===== config.mk =====
export PLATFORM = sky130hd
export DESIGN_NAME = pixel_rotation_address_generator
export DESIGN_NICKNAME = d
export VERILOG_FILES = /design/src/rtl/core/pra_pkg.sv /design/src/rtl/core/pra_front.sv /design/src/rtl/core/pra_fifo.sv /design/src/rtl/core/pra_back.sv /design/src/rtl/core/pixel_rotation_address_generator.sv
export SDC_FILE = /design/constraint.sdc
export NUM_CORES = 2
export LEC_CHECK = 0
export ABC_AREA = 1
export BUFFER_PORTS_ARGS = -buffer_cell sky130_fd_sc_hd__buf_2
export CORE_UTILIZATION = 29
export CTS_CLUSTER_DIAMETER = 200
export CTS_CLUSTER_SIZE = 20
export DETAILED_ROUTE_END_ITERATION = 8
export GPL_TIMING_DRIVEN = 1
export SYNTH_ARGS = -nofsm -noshare
export SYNTH_HDL_FRONTEND = slang
export SYNTH_SLANG_ARGS = --single-unit

===== constraint.sdc =====
create_clock -name clk_i -period 20.4 [get_ports clk_i]
set_input_delay 4.08 -clock clk_i [delete_from_list [all_inputs] [get_ports clk_i]]
set_output_delay 4.08 -clock clk_i [all_outputs]
set_load 0.02 [all_outputs]

===== src/rtl/core/pra_pkg.sv =====
// Shared types and constants for the pixel rotation address generator.
package pra_pkg;

  // Field and datapath widths
  localparam int unsigned COORD_W    = 13;  // column and row counters
  localparam int unsigned DIM_W      = 14;  // width and height registers
  localparam int unsigned TRIG_W     = 16;  // cosine and sine, Q2.14
  localparam int unsigned OFS_W      = 29;  // bounding-box offsets, Q.14
  localparam int unsigned FRAC_BITS  = 14;  // fraction bits of the trig values
  localparam int unsigned PROD_W     = COORD_W + 1 + TRIG_W;
  localparam int unsigned SUM_W      = 32;
  localparam int unsigned SCL_W      = SUM_W - FRAC_BITS;
  localparam int unsigned STRIDE_W   = 16;
  localparam int unsigned XBYTE_W    = 16;
  localparam int unsigned YPROD_W    = DIM_W + STRIDE_W;
  localparam int unsigned ADDR_W     = 28;
  localparam int unsigned BYTE_W     = 8;
  localparam int unsigned PIX_W      = 3 * BYTE_W;
  localparam int unsigned OUT_DATA_W = 56;
  localparam int unsigned OUT_PAD_W  = OUT_DATA_W - ADDR_W - PIX_W;

  // Rounding bias that turns a floor shift into truncation toward zero
  localparam logic signed [SUM_W-1:0] TRUNC_BIAS = SUM_W'((1 << FRAC_BITS) - 1);

  // Queue between front and back
  localparam int unsigned FIFO_DEPTH = 4;
  localparam int unsigned FIFO_AW    = $clog2(FIFO_DEPTH);
  localparam int unsigned FIFO_CW    = $clog2(FIFO_DEPTH + 1);

  // Configuration port
  localparam int unsigned CFG_IDX_W  = 3;
  localparam int unsigned CFG_DATA_W = 29;

  typedef enum logic [CFG_IDX_W-1:0] {
    CFG_COS        = 3'd0,
    CFG_SIN        = 3'd1,
    CFG_X_OFFSET   = 3'd2,
    CFG_Y_OFFSET   = 3'd3,
    CFG_SRC_WIDTH  = 3'd4,
    CFG_SRC_HEIGHT = 3'd5,
    CFG_DST_WIDTH  = 3'd6,
    CFG_DST_HEIGHT = 3'd7
  } cfg_reg_e;

  typedef struct packed {
    logic signed [TRIG_W-1:0] cos_value;
    logic signed [TRIG_W-1:0] sin_value;
    logic signed [OFS_W-1:0]  x_offset;
    logic signed [OFS_W-1:0]  y_offset;
    logic [DIM_W-1:0]         src_width;
    logic [DIM_W-1:0]         src_height;
    logic [DIM_W-1:0]         dst_width;
    logic [DIM_W-1:0]         dst_height;
  } pra_cfg_t;

  // One classified source pixel
  typedef struct packed {
    logic [COORD_W-1:0] x;
    logic [COORD_W-1:0] y;
    logic [PIX_W-1:0]   pix;
    logic               last;
  } pra_item_t;

endpackage


===== src/rtl/core/pra_front.sv =====
// Front end: accepts source pixels, tracks raster position, marks frame end.
module pra_front
  import pra_pkg::*;
(
  input  logic             clk_i,
  input  logic             rst_ni,
  input  pra_cfg_t         cfg_i,
  input  logic             s_axis_tvalid_i,
  output logic             s_axis_tready_o,
  input  logic [PIX_W-1:0] s_axis_tdata_i,
  input  logic             full_i,
  output logic             push_o,
  output pra_item_t        item_o
);

  logic [COORD_W-1:0] col_q, col_d;
  logic [COORD_W-1:0] row_q, row_d;
  logic               row_end;
  logic               frame_end;

  // Classify the current position
  assign row_end   = (DIM_W'(col_q) + DIM_W'(1)) >= cfg_i.src_width;
  assign frame_end = row_end && ((DIM_W'(row_q) + DIM_W'(1)) >= cfg_i.src_height);

  assign s_axis_tready_o = !full_i;
  assign push_o          = s_axis_tvalid_i && !full_i;

  always_comb begin
    item_o.x    = col_q;
    item_o.y    = row_q;
    item_o.pix  = s_axis_tdata_i;
    item_o.last = frame_end;
  end

  // Advance counters on each transfer; counters wrap at their width
  always_comb begin
    col_d = col_q;
    row_d = row_q;
    if (push_o) begin
      if (row_end) begin
        col_d = '0;
        row_d = frame_end ? '0 : row_q + COORD_W'(1);
      end else begin
        col_d = col_q + COORD_W'(1);
      end
    end
  end

  always_ff @(posedge clk_i or negedge rst_ni) begin
    if (!rst_ni) begin
      col_q <= '0;
      row_q <= '0;
    end else begin
      col_q <= col_d;
      row_q <= row_d;
    end
  end

  // A frame-end pixel restarts the raster at the origin
  a_frame_restart: assert property (@(posedge clk_i) disable iff (!rst_ni)
    push_o && item_o.last |=> col_q == '0 && row_q == '0)
    else $error("counters not cleared after frame end");

endmodule


===== src/rtl/core/pra_fifo.sv =====
// Short queue that decouples the pixel front end from the address pipeline.
module pra_fifo
  import pra_pkg::*;
(
  input  logic      clk_i,
  input  logic      rst_ni,
  input  logic      push_i,
  input  pra_item_t item_i,
  output logic      full_o,
  input  logic      pop_i,
  output pra_item_t item_o,
  output logic      empty_o
);

  pra_item_t          slot_q [FIFO_DEPTH];
  logic [FIFO_AW-1:0] wr_ptr_q, rd_ptr_q;
  logic [FIFO_CW-1:0] cnt_q;

  assign full_o  = cnt_q == FIFO_CW'(FIFO_DEPTH);
  assign empty_o = cnt_q == '0;
  assign item_o  = slot_q[rd_ptr_q];

  // Store pushed items
  always_ff @(posedge clk_i) begin
    if (push_i) begin
      slot_q[wr_ptr_q] <= item_i;
    end
  end

  // Move pointers and occupancy
  always_ff @(posedge clk_i or negedge rst_ni) begin
    if (!rst_ni) begin
      wr_ptr_q <= '0;
      rd_ptr_q <= '0;
      cnt_q    <= '0;
    end else begin
      if (push_i) wr_ptr_q <= wr_ptr_q + FIFO_AW'(1);
      if (pop_i)  rd_ptr_q <= rd_ptr_q + FIFO_AW'(1);
      if (push_i && !pop_i)      cnt_q <= cnt_q + FIFO_CW'(1);
      else if (pop_i && !push_i) cnt_q <= cnt_q - FIFO_CW'(1);
    end
  end

  a_no_overflow: assert property (@(posedge clk_i) disable iff (!rst_ni)
    push_i |-> !full_o)
    else $error("push into full queue");

  a_no_underflow: assert property (@(posedge clk_i) disable iff (!rst_ni)
    pop_i |-> !empty_o)
    else $error("pop from empty queue");

endmodule


===== src/rtl/core/pra_back.sv =====
// Back end: rotates coordinates, checks range and forms the byte address.
module pra_back
  import pra_pkg::*;
(
  input  logic                  clk_i,
  input  logic                  rst_ni,
  input  pra_cfg_t              cfg_i,
  input  logic                  empty_i,
  input  pra_item_t             item_i,
  output logic                  pop_o,
  output logic                  m_axis_tvalid_o,
  input  logic                  m_axis_tready_i,
  output logic [OUT_DATA_W-1:0] m_axis_tdata_o,
  output logic [0:0]            m_axis_tuser_o,
  output logic                  m_axis_tlast_o
);

  logic en;

  // Stage 1: products
  logic                     s1_vld_q;
  logic signed [PROD_W-1:0] s1_xc_q, s1_ys_q, s1_xs_q, s1_yc_q;
  logic [PIX_W-1:0]         s1_pix_q;
  logic                     s1_last_q;
  logic signed [PROD_W-1:0] xc_d, ys_d, xs_d, yc_d;

  // Stage 2: rotated fixed-point sums
  logic                    s2_vld_q;
  logic signed [SUM_W-1:0] s2_sx_q, s2_sy_q;
  logic [PIX_W-1:0]        s2_pix_q;
  logic                    s2_last_q;
  logic signed [SUM_W-1:0] sx_d, sy_d;

  // Stage 3: integer coordinates and range flag
  logic                    s3_vld_q;
  logic [DIM_W-1:0]        s3_xd_q, s3_yd_q;
  logic                    s3_ok_q;
  logic [PIX_W-1:0]        s3_pix_q;
  logic                    s3_last_q;
  logic signed [SUM_W-1:0] bx, by;
  logic signed [SCL_W-1:0] xd, yd;
  logic                    ok_d;

  // Stage 4: address terms
  logic                 s4_vld_q;
  logic [YPROD_W-1:0]   s4_yprod_q;
  logic [XBYTE_W-1:0]   s4_xbyte_q;
  logic                 s4_ok_q;
  logic [PIX_W-1:0]     s4_pix_q;
  logic                 s4_last_q;
  logic [STRIDE_W-1:0]  row_bytes, stride;
  logic [ADDR_W-1:0]    addr_d;

  // Output register
  logic              out_vld_q;
  logic [ADDR_W-1:0] out_addr_q;
  logic [PIX_W-1:0]  out_pix_q;
  logic              out_ok_q;
  logic              out_last_q;

  // Whole pipeline moves when the output slot is free or being taken
  assign en    = !out_vld_q || m_axis_tready_i;
  assign pop_o = en && !empty_i;

  // Forward rotation products
  always_comb begin
    xc_d = $signed({1'b0, item_i.x}) * cfg_i.cos_value;
    ys_d = $signed({1'b0, item_i.y}) * cfg_i.sin_value;
    xs_d = $signed({1'b0, item_i.x}) * cfg_i.sin_value;
    yc_d = $signed({1'b0, item_i.y}) * cfg_i.cos_value;
  end

  // Subtract bounding-box offsets
  always_comb begin
    sx_d = SUM_W'(s1_xc_q) - SUM_W'(s1_ys_q) - SUM_W'(cfg_i.x_offset);
    sy_d = SUM_W'(s1_xs_q) + SUM_W'(s1_yc_q) - SUM_W'(cfg_i.y_offset);
  end

  // Truncate toward zero and check the destination bounds
  always_comb begin
    bx   = s2_sx_q + (s2_sx_q[SUM_W-1] ? TRUNC_BIAS : '0);
    by   = s2_sy_q + (s2_sy_q[SUM_W-1] ? TRUNC_BIAS : '0);
    xd   = bx[SUM_W-1:FRAC_BITS];
    yd   = by[SUM_W-1:FRAC_BITS];
    ok_d = !xd[SCL_W-1] && !yd[SCL_W-1] &&
           (SCL_W'(xd) < SCL_W'(cfg_i.dst_width)) &&
           (SCL_W'(yd) < SCL_W'(cfg_i.dst_height));
  end

  // Row stride padded to a multiple of four bytes
  always_comb begin
    row_bytes = STRIDE_W'(cfg_i.dst_width) * STRIDE_W'(3);
    stride    = (row_bytes + STRIDE_W'(3)) & ~STRIDE_W'(3);
  end

  // Final address, zero when out of range
  assign addr_d = s4_ok_q ?
                  ADDR_W'(s4_yprod_q) + ADDR_W'(s4_xbyte_q) : '0;

  // Stage valid flags
  always_ff @(posedge clk_i or negedge rst_ni) begin
    if (!rst_ni) begin
      s1_vld_q  <= 1'b0;
      s2_vld_q  <= 1'b0;
      s3_vld_q  <= 1'b0;
      s4_vld_q  <= 1'b0;
      out_vld_q <= 1'b0;
    end else if (en) begin
      s1_vld_q  <= pop_o;
      s2_vld_q  <= s1_vld_q;
      s3_vld_q  <= s2_vld_q;
      s4_vld_q  <= s3_vld_q;
      out_vld_q <= s4_vld_q;
    end
  end

  // Stage payloads
  always_ff @(posedge clk_i) begin
    if (en) begin
      s1_xc_q    <= xc_d;
      s1_ys_q    <= ys_d;
      s1_xs_q    <= xs_d;
      s1_yc_q    <= yc_d;
      s1_pix_q   <= item_i.pix;
      s1_last_q  <= item_i.last;

      s2_sx_q    <= sx_d;
      s2_sy_q    <= sy_d;
      s2_pix_q   <= s1_pix_q;
      s2_last_q  <= s1_last_q;

      s3_xd_q    <= DIM_W'(xd);
      s3_yd_q    <= DIM_W'(yd);
      s3_ok_q    <= ok_d;
      s3_pix_q   <= s2_pix_q;
      s3_last_q  <= s2_last_q;

      s4_yprod_q <= YPROD_W'(s3_yd_q) * YPROD_W'(stride);
      s4_xbyte_q <= XBYTE_W'(s3_xd_q) * XBYTE_W'(3);
      s4_ok_q    <= s3_ok_q;
      s4_pix_q   <= s3_pix_q;
      s4_last_q  <= s3_last_q;

      out_addr_q <= addr_d;
      out_pix_q  <= s4_pix_q;
      out_ok_q   <= s4_ok_q;
      out_last_q <= s4_last_q;
    end
  end

  assign m_axis_tvalid_o = out_vld_q;
  assign m_axis_tdata_o  = {OUT_PAD_W'(0), out_pix_q, out_addr_q};
  assign m_axis_tuser_o  = out_ok_q;
  assign m_axis_tlast_o  = out_last_q;

  a_oob_addr_zero: assert property (@(posedge clk_i) disable iff (!rst_ni)
    out_vld_q && !out_ok_q |-> out_addr_q == '0)
    else $error("nonzero address on out-of-range pixel");

endmodule


===== src/rtl/core/pixel_rotation_address_generator.sv =====
// Top level: configuration registers, front end, queue and address pipeline.
//
// Takes one 24-bit source pixel per transfer in raster order and returns, for
// each, the byte address of its forward-rotated position in a destination
// image whose rows are padded to four bytes, the three bytes unchanged, an
// in-range flag (tuser) and a frame-end mark (tlast). Out-of-range pixels
// carry address zero and should be dropped by the writer. The block sustains
// one pixel per clock while the output is not stalled; a result passes
// through the four-entry queue, then the four product, sum, truncation and
// address stages into the output register. An output stall freezes the
// whole pipeline and the queue takes up to four more pixels before the input
// stalls. Write configuration only while idle.
module pixel_rotation_address_generator
  import pra_pkg::*;
(
  input  logic                  clk_i,
  input  logic                  rst_ni,
  // configuration write port
  input  logic                  cfg_we_i,
  input  logic [CFG_IDX_W-1:0]  cfg_idx_i,
  input  logic [CFG_DATA_W-1:0] cfg_data_i,
  // source pixels
  input  logic                  s_axis_tvalid_i,
  output logic                  s_axis_tready_o,
  input  logic [PIX_W-1:0]      s_axis_tdata_i,  // byte0, byte1, byte2
  // destination results
  output logic                  m_axis_tvalid_o,
  input  logic                  m_axis_tready_i,
  output logic [OUT_DATA_W-1:0] m_axis_tdata_o,  // dest_address, out_byte0..2, pad
  output logic [0:0]            m_axis_tuser_o,  // in_range
  output logic                  m_axis_tlast_o   // last_pixel
);

  pra_cfg_t  cfg_q;
  logic      push, full, pop, empty;
  pra_item_t push_item, pop_item;

  // Hold configuration registers
  always_ff @(posedge clk_i or negedge rst_ni) begin
    if (!rst_ni) begin
      cfg_q.cos_value  <= TRIG_W'(1 << FRAC_BITS);
      cfg_q.sin_value  <= '0;
      cfg_q.x_offset   <= '0;
      cfg_q.y_offset   <= '0;
      cfg_q.src_width  <= DIM_W'(1);
      cfg_q.src_height <= DIM_W'(1);
      cfg_q.dst_width  <= DIM_W'(1);
      cfg_q.dst_height <= DIM_W'(1);
    end else if (cfg_we_i) begin
      unique case (cfg_reg_e'(cfg_idx_i))
        CFG_COS:        cfg_q.cos_value  <= cfg_data_i[TRIG_W-1:0];
        CFG_SIN:        cfg_q.sin_value  <= cfg_data_i[TRIG_W-1:0];
        CFG_X_OFFSET:   cfg_q.x_offset   <= cfg_data_i[OFS_W-1:0];
        CFG_Y_OFFSET:   cfg_q.y_offset   <= cfg_data_i[OFS_W-1:0];
        CFG_SRC_WIDTH:  cfg_q.src_width  <= cfg_data_i[DIM_W-1:0];
        CFG_SRC_HEIGHT: cfg_q.src_height <= cfg_data_i[DIM_W-1:0];
        CFG_DST_WIDTH:  cfg_q.dst_width  <= cfg_data_i[DIM_W-1:0];
        CFG_DST_HEIGHT: cfg_q.dst_height <= cfg_data_i[DIM_W-1:0];
        default: ;
      endcase
    end
  end

  pra_front u_front (
    .clk_i           (clk_i),
    .rst_ni          (rst_ni),
    .cfg_i           (cfg_q),
    .s_axis_tvalid_i (s_axis_tvalid_i),
    .s_axis_tready_o (s_axis_tready_o),
    .s_axis_tdata_i  (s_axis_tdata_i),
    .full_i          (full),
    .push_o          (push),
    .item_o          (push_item)
  );

  pra_fifo u_fifo (
    .clk_i   (clk_i),
    .rst_ni  (rst_ni),
    .push_i  (push),
    .item_i  (push_item),
    .full_o  (full),
    .pop_i   (pop),
    .item_o  (pop_item),
    .empty_o (empty)
  );

  pra_back u_back (
    .clk_i           (clk_i),
    .rst_ni          (rst_ni),
    .cfg_i           (cfg_q),
    .empty_i         (empty),
    .item_i          (pop_item),
    .pop_o           (pop),
    .m_axis_tvalid_o (m_axis_tvalid_o),
    .m_axis_tready_i (m_axis_tready_i),
    .m_axis_tdata_o  (m_axis_tdata_o),
    .m_axis_tuser_o  (m_axis_tuser_o),
    .m_axis_tlast_o  (m_axis_tlast_o)
  );

endmodule


# == Yosys cells after proc, flatten, opt, wreduce, memory -nomap -nowiden ==
# Memory sizes are Yosys's and may differ from the RTL's.
# Index checks and enable logic that the tools add are counted.
# Widths: inputs -> output; s select.
# totals
register_bits,594
ram_bits,204
input_bits,61
word_cells,114
mem_count,1
# op_classes
add_sub_neg,16
multipliers,7
order_cmp,4
n_eq_ne,8
n_mux,8
n_reduce_logical,28
# mem_list
memory,words,width,rd,rd_clocked_by_memory_dff,write_ports,line,text
u_fifo.slot_q,4,51,1,0,1,pra_fifo.sv:15,pra_item_t slot_q [FIFO_DEPTH];
# op_table
operator,n
$mul 14x16->30,4
$add 32x32->32,2
$sub 31x29->32,2
$lt 18x14->1,2
$mul 14x2->16 const B,2
$add 30x30->31,1
$sub 30x30->31,1
$add 13x1->14 const B,2
$add 28x16->28,1
$ge 14x14->1,2
$mux 14,2
$add 13x1->13 const B,2
$mul 14x14->26,1
$mux 13,2
$reduce_and 2->1,9
$add 16x2->16 const B,1
$eq 3x3->1 const B,5
$logic_and 1x1->1,8
$logic_not 1->1,7
$eq 3x2->1 const B,2
$logic_not 3->1,2
$mux 3,2
$add 2x1->2 const B,2
$add 3x1->3 const B,1
other kinds (5),6

# == Longest topological paths before layout ==
# depth
ltp_word,7
mapped_depth,39
ltp_nobuf,38

# == Hierarchy ==
# From an unflattened synthesis, not the netlist that was laid out.
# unflattened
cells_unflattened,8794
area_unflattened_um2,78799.3
# by_module_without_submodules
module,n_inst,cells_per_inst,area_each_um2,seq_area_each_um2
pra_back,1,7115,61893.1,12436.9
pra_fifo,1,643,8563.2,6301.0
pixel_rotation_address_generator,1,658,5711.7,3659.8
pra_front,1,378,2631.3,650.6

# == Worst setup path before layout ==
# OpenSTA, ideal clock, no wires.
# synth_timing
kind,input-to-reg
start,input port m_axis_tready_i
end,register u_fifo.cnt_q[1]
arrival_time_ns,15.785
setup_slack_ns,4.490
stages,7
n_path_buf,0
path_cell_list,inv_1 nand2_1 o31ai_1 ha_1 inv_1 fa_1 mux2_2
# synth_via
elab_chain_cells,5
elab_cells_between_ends,7
cone_classes,mux: 1; reduce/logical: 6
# synth_rtl
element,line,text
"start, declared",pixel_rotation_address_generator.sv:28,"input logic m_axis_tready_i,"
$logic_or 1x1->1 (*),pra_back.sv:62,assign en = !out_vld_q || m_axis_tready_i;
via u_back.en,pra_back.sv:18,logic en;
$logic_and 1x1->1 (*),pra_back.sv:63,assign pop_o = en && !empty_i;
$logic_not 1->1,pra_fifo.sv:39,if (push_i && !pop_i) cnt_q <= cnt_q + FIFO_CW'(1);
$logic_and 1x1->1,pra_fifo.sv:39,
$mux 3 or $reduce_bool 2->1 (tied branches),n/a,
"end signal, assigned",pra_fifo.sv:39,
"end signal, assigned",pra_fifo.sv:40,else if (pop_i && !push_i) cnt_q <= cnt_q - FIFO_CW'(1);
"end, declared",pra_fifo.sv:17,logic [FIFO_CW-1:0] cnt_q;
# The timed path passes the listed nets; every way through them passes the cells marked *.
# A chain may end at the register's enable or synchronous reset.

# == Worst setup path after layout ==
# layout_timing
start,register u_fifo.rd_ptr_q[1]
end,register u_back.s1_yc_q[26] (data pin)
# layout_via
elab_chain_cells,2
# layout_rtl
element,line,text
"start, declared",pra_fifo.sv:16,"logic [FIFO_AW-1:0] wr_ptr_q, rd_ptr_q;"
"start signal, assigned",pra_fifo.sv:38,if (pop_i) rd_ptr_q <= rd_ptr_q + FIFO_AW'(1);
$mem_v2 4x51,n/a,
$mul 14x16->30,pra_back.sv:70,"yc_d = $signed({1'b0, item_i.y}) * cfg_i.cos_value;"
via u_back.yc_d[26],pra_back.sv:25,"logic signed [PROD_W-1:0] xc_d, ys_d, xs_d, yc_d;"
"end signal, assigned",pra_back.sv:123,s1_yc_q <= yc_d;
"end, declared",pra_back.sv:22,"logic signed [PROD_W-1:0] s1_xc_q, s1_ys_q, s1_xs_q, s1_yc_q;"
# The timed path passes the listed nets, and every way through them passes these cells.

==> metrics.log <==
INFO  metric outcome = finished clean
INFO  metric finalWorstPathRequiredPeriod = slightly below 9 ns
INFO  metric place.detailed.hpwl = between 150000 and 200000 um
INFO  metric crit_path_max_fanout = 40
INFO  metric floorplan.initialDensity = 29.2%
INFO  metric endpoint_kind_of_the_worst_setup_timing_path = register
INFO  metric synth-simple-area-share = 13.4%
INFO  metric synth-seq-area-share = between 30% and 40%
INFO  metric timing.final.crit_share = between 40% and 50%
INFO  metric number_of_hold_repair_buffers_added_at_the_cts_stage = 0
INFO  metric synth-xor-area-share = 3.26%
INFO  metric synth_top_cells_by_count = inv_1 (1631), nand2_1 (1395), fa_1 (1011), nor2_1 (818), edfxtp_1 (614)
INFO  metric cts_resized = 0
INFO  metric gp_congestion = between 0.9 and 1
INFO  metric num_io_pins = between 100 and 150
INFO  metric fin_skew = approximately 0.058 ns
INFO  metric die_span_in_y = 511 um
INFO  metric antenna_left = 0
INFO  metric cts-htree-levels = 2
INFO  metric clkTransAtPathRegs = approximately 0.11 ns
INFO  metric synth_area_leader_cell = fa_1
INFO  metric drt_wl_total = ~210000 um
INFO  metric synth_mux_area_share = less than 1%
INFO  metric postSynth.asyncResetShare = between 20% and 30%
INFO  metric routed_wire_length_per_instance = 18.8 um
INFO  metric synth.ff_latch_count = approximately 800
INFO  metric io_buffers = between 100 and 150
INFO  metric postSynthCellCount = about 8000
INFO  metric syn_avg_cell_area = about 9.4 um^2
INFO  metric grt_setup_unrepaired = no
INFO  metric clock_tree_from_tritoncts = built
INFO  metric vias_after_detailed_routing = 53598
INFO  metric ys_types = 63
INFO  metric cp_top_family = adder cells
INFO  metric crit-reg2reg-launch = u_fifo.rd_ptr_q[1]$_DFFE_PN0P_
INFO  metric criticalPathCategory = register to register
INFO  metric clk_latency = ~0.7 ns
INFO  metric number_of_antenna_violations_at_the_first_check_in_global_routing = 21
INFO  metric grt_first_pass_wirelength = 332000 um
INFO  metric drt-pass1-iter-count = 5
INFO  metric fin_nets = approximately 9600
INFO  metric core_region_area = between 200000 and 300000 um^2
INFO  metric drtIter0Drc = approximately 3900
INFO  metric syn2layout_area_growth = 7.67%
INFO  metric via_per_inst = 4.70
INFO  metric timing.critical_path.cells = buf_4 > inv_2 > buf_4 > nand3_1 > nand2_1 > clkinv_1 > nand2_1 > fa_1 > fa_1 > fa_1 > fa_1 > inv_1 > fa_1 > fa_1 > ha_1 > nand2_1 > nor3_1 > nand4_1 > nand2_1 > a21o_1 > nand2_1 > nand2_1 > xor2_1
INFO  metric clk_path_buf_depth = 3
INFO  metric timing.fmax = about 0.11 GHz
INFO  metric timing.final.hold_violations = 0
INFO  metric fin_tns_setup = 0 ns
INFO  metric syn_area = roughly 75000 um^2
INFO  metric timing.critical_path.from_type = register
INFO  metric tritoncts.num_buffers = 46
INFO  metric dieWidth = about 510 um
INFO  metric die_area = 262000 um^2
INFO  metric count_of_flip_flops_with_a_built_in_enable_after_synthesis = between 600 and 700
INFO  metric yosysMostFrequentCell = inv_1
INFO  metric worst_stage_delay_on_the_critical_path = approximately 1.0 ns
INFO  metric post_synth_main_area_contributors = fa_1 (27%), edfxtp_1 (25%), ha_1 (9.7%)
INFO  metric critical_path.slowest_cell = clkinv_1
INFO  metric maxSlewHeadroom = between 20% and 30%
INFO  metric grt.overflow.total = 0
INFO  metric rows = ~190
INFO  metric clock_sink_count = ~800
INFO  metric grt_start_max_net_pins = 74
INFO  metric drc_errors = 0
INFO  metric synth_ff_type = edfxtp_1
INFO  metric globalRouteTotalUtil = ~16%
INFO  metric worstSetupStartpoint = u_fifo.rd_ptr_q[1]$_DFFE_PN0P_
INFO  metric worstPathBufferInverterCount = 5
INFO  metric compound_gate_portion_of_the_synthesized_area = 6.62%
INFO  metric post-synth-top-area-fraction = between 20% and 30%
INFO  metric setup_viol = 0
INFO  metric r2r.worst_path.cells = 23
INFO  metric main_combinational_cell_family_by_area_after_synthesis = adder cells
INFO  metric final-max-slew-violation-count = 0
INFO  metric post_synth_fa_ha_maj_area_fraction = between 30% and 40%
INFO  metric worstSetupEndpoint = u_back.s1_yc_q[26]$_DFFE_PP_
INFO  metric yosys_warnings = 0
INFO  metric timing.critical_path.arrival = slightly above 9 ns
INFO  metric final_layout_size_suffix_gt1_share = under 10%
INFO  metric timing.critical_path.depth = 23
INFO  metric clock_root_buffer = clkbuf_16
INFO  metric rr_endpoint = u_back.s1_yc_q[26]$_DFFE_PP_
INFO  metric pin_slew_with_the_least_headroom_to_its_limit = 1.18 ns
INFO  metric timing.hold.worst.class = register to register
INFO  metric data_required_time_at_the_worst_endpoint = roughly 21 ns
INFO  metric cts_post_setup_buffers_inserted = 0
INFO  metric timing.reg2reg.setup_slack = 11.63 ns
INFO  metric maxCapViolations = 0
INFO  metric first_global_vias = roughly 56000
metal layers:
| metal | vias up | share of wire [%] | global-route usage (%) |
|---|---|---|---|
| li1 | 24734 | - | - |
| met5 | - | 0.044 | 0 |
| met3 | 307 | 6.1 | 2.64 |
| met1 | 27013 | 43 | 21.4 |
| met2 | 1530 | 46 | 27.1 |
| met4 | 14 | 4.5 | 6.52 |
worst min-delay path by stage:
stage                                              from                              end  slack [ns]  cells after the start
after floorplan              u_back.s4_last_q$_DFFE_PP_  u_back.m_axis_tlast_o$_DFFE_PP_        0.40                      0
after global placement    u_back.s2_pix_q[20]$_DFFE_PP_    u_back.s3_pix_q[20]$_DFFE_PP_        0.40                      0
after detailed placement   u_back.s4_pix_q[8]$_DFFE_PP_    u_back.out_pix_q[8]$_DFFE_PP_        0.40                      0
after CTS                 u_back.s2_pix_q[14]$_DFFE_PP_    u_back.s3_pix_q[14]$_DFFE_PP_        0.42                      0
after global routing      u_back.s1_pix_q[16]$_DFFE_PP_    u_back.s2_pix_q[16]$_DFFE_PP_        0.42                      0
final                     u_back.s2_pix_q[14]$_DFFE_PP_    u_back.s3_pix_q[14]$_DFFE_PP_        0.41                      0
state kept, by name (all words and copies together), names as in the netlist, 30 cells and up:
register / flops
u_back.s1_xc_q: 30
u_back.s2_sx_q: 32
u_fifo.slot_q: 204
u_back.s1_xs_q: 30
cfg_q: 146
u_back.s1_ys_q: 30
u_back.s2_sy_q: 32
u_back.s1_yc_q: 30
worst register-to-register path, stage by stage (launching register included):
cell      delay [ns]
dfrtp_1         0.40
buf_4           0.21
inv_2           0.29
buf_4           0.53
nand3_1         0.16
nand2_1         0.60
clkinv_1        1.03
nand2_1         0.36
fa_1            0.45
fa_1            0.50
fa_1            0.54
fa_1            0.50
inv_1           0.05
fa_1            0.50
fa_1            0.42
ha_1            0.42
nand2_1         0.14
nor3_1          0.54
nand4_1         0.20
nand2_1         0.29
a21o_1          0.19
nand2_1         0.06
nand2_1         0.06
xor2_1          0.21
through the flow:
| stage | hold WS [ns] | setup slack (ns) | area (um^2) | utilization [%] | cells |
|---|---|---|---|---|---|
| 5_1_grt | 0.422 | 11.21 | 81000 | 31.5 | 11391 |
| 3_3_place_gp | 0.400 | 11.76 | 79600 | 30.9 | 11302 |
| 6_report | 0.412 | 11.63 | 81000 | 31.5 | 11399 |
| 2_1_floorplan | 0.400 | 4.49 | 75300 | - | 7971 |
| 4_1_cts | 0.416 | 11.73 | 81000 | 31.5 | 11388 |
| 3_5_place_dp | 0.405 | 11.74 | 79600 | 30.9 | 11302 |
cells by family (layout without fill, tap and decap cells):
kind of cell    count (synthesis)  in the layout
compound gates                889            889
xor+xnor                      277            277
fa+ha+maj                    1594           1594
buf+inv                      1880           1913
flops                         798            798
mux                             1              1
other cells                     1             15
simple gates                 2528           2528
placed cells by master, fill, tap and decap left out, drive strengths merged, types with 25 or more instances in the layout:
cell type | Yosys | layout
inv | 1645 | 1646
nand2 | 1405 | 1405
fa | 1011 | 1011
nor2 | 822 | 822
edfxtp | 614 | 614
ha | 583 | 583
o21ai | 371 | 371
a21oi | 344 | 344
xor2 | 184 | 184
dfrtp | 179 | 179
nand3 | 168 | 168
buf | 76 | 166
xnor2 | 93 | 93
clkbuf | 144 | 82
nor3 | 64 | 64
nand4 | 37 | 37
a21o | 31 | 31
o22ai | 27 | 27
o21bai | 25 | 25
area by class of cell:
class,count,area (um^2)
fill,26653,176000
multi-input combinational,5293,45100
sequential,798,23000
inverter,1660,6230
tap,3384,4230
clock buffer,81,1280
timing repair buffer,167,972
clock inverter,5,118
antenna,11,27.5
Power is left out: the tool's default activity adds up to more than one toggle a clock period on the data nets, which glitch-free logic cannot reach.
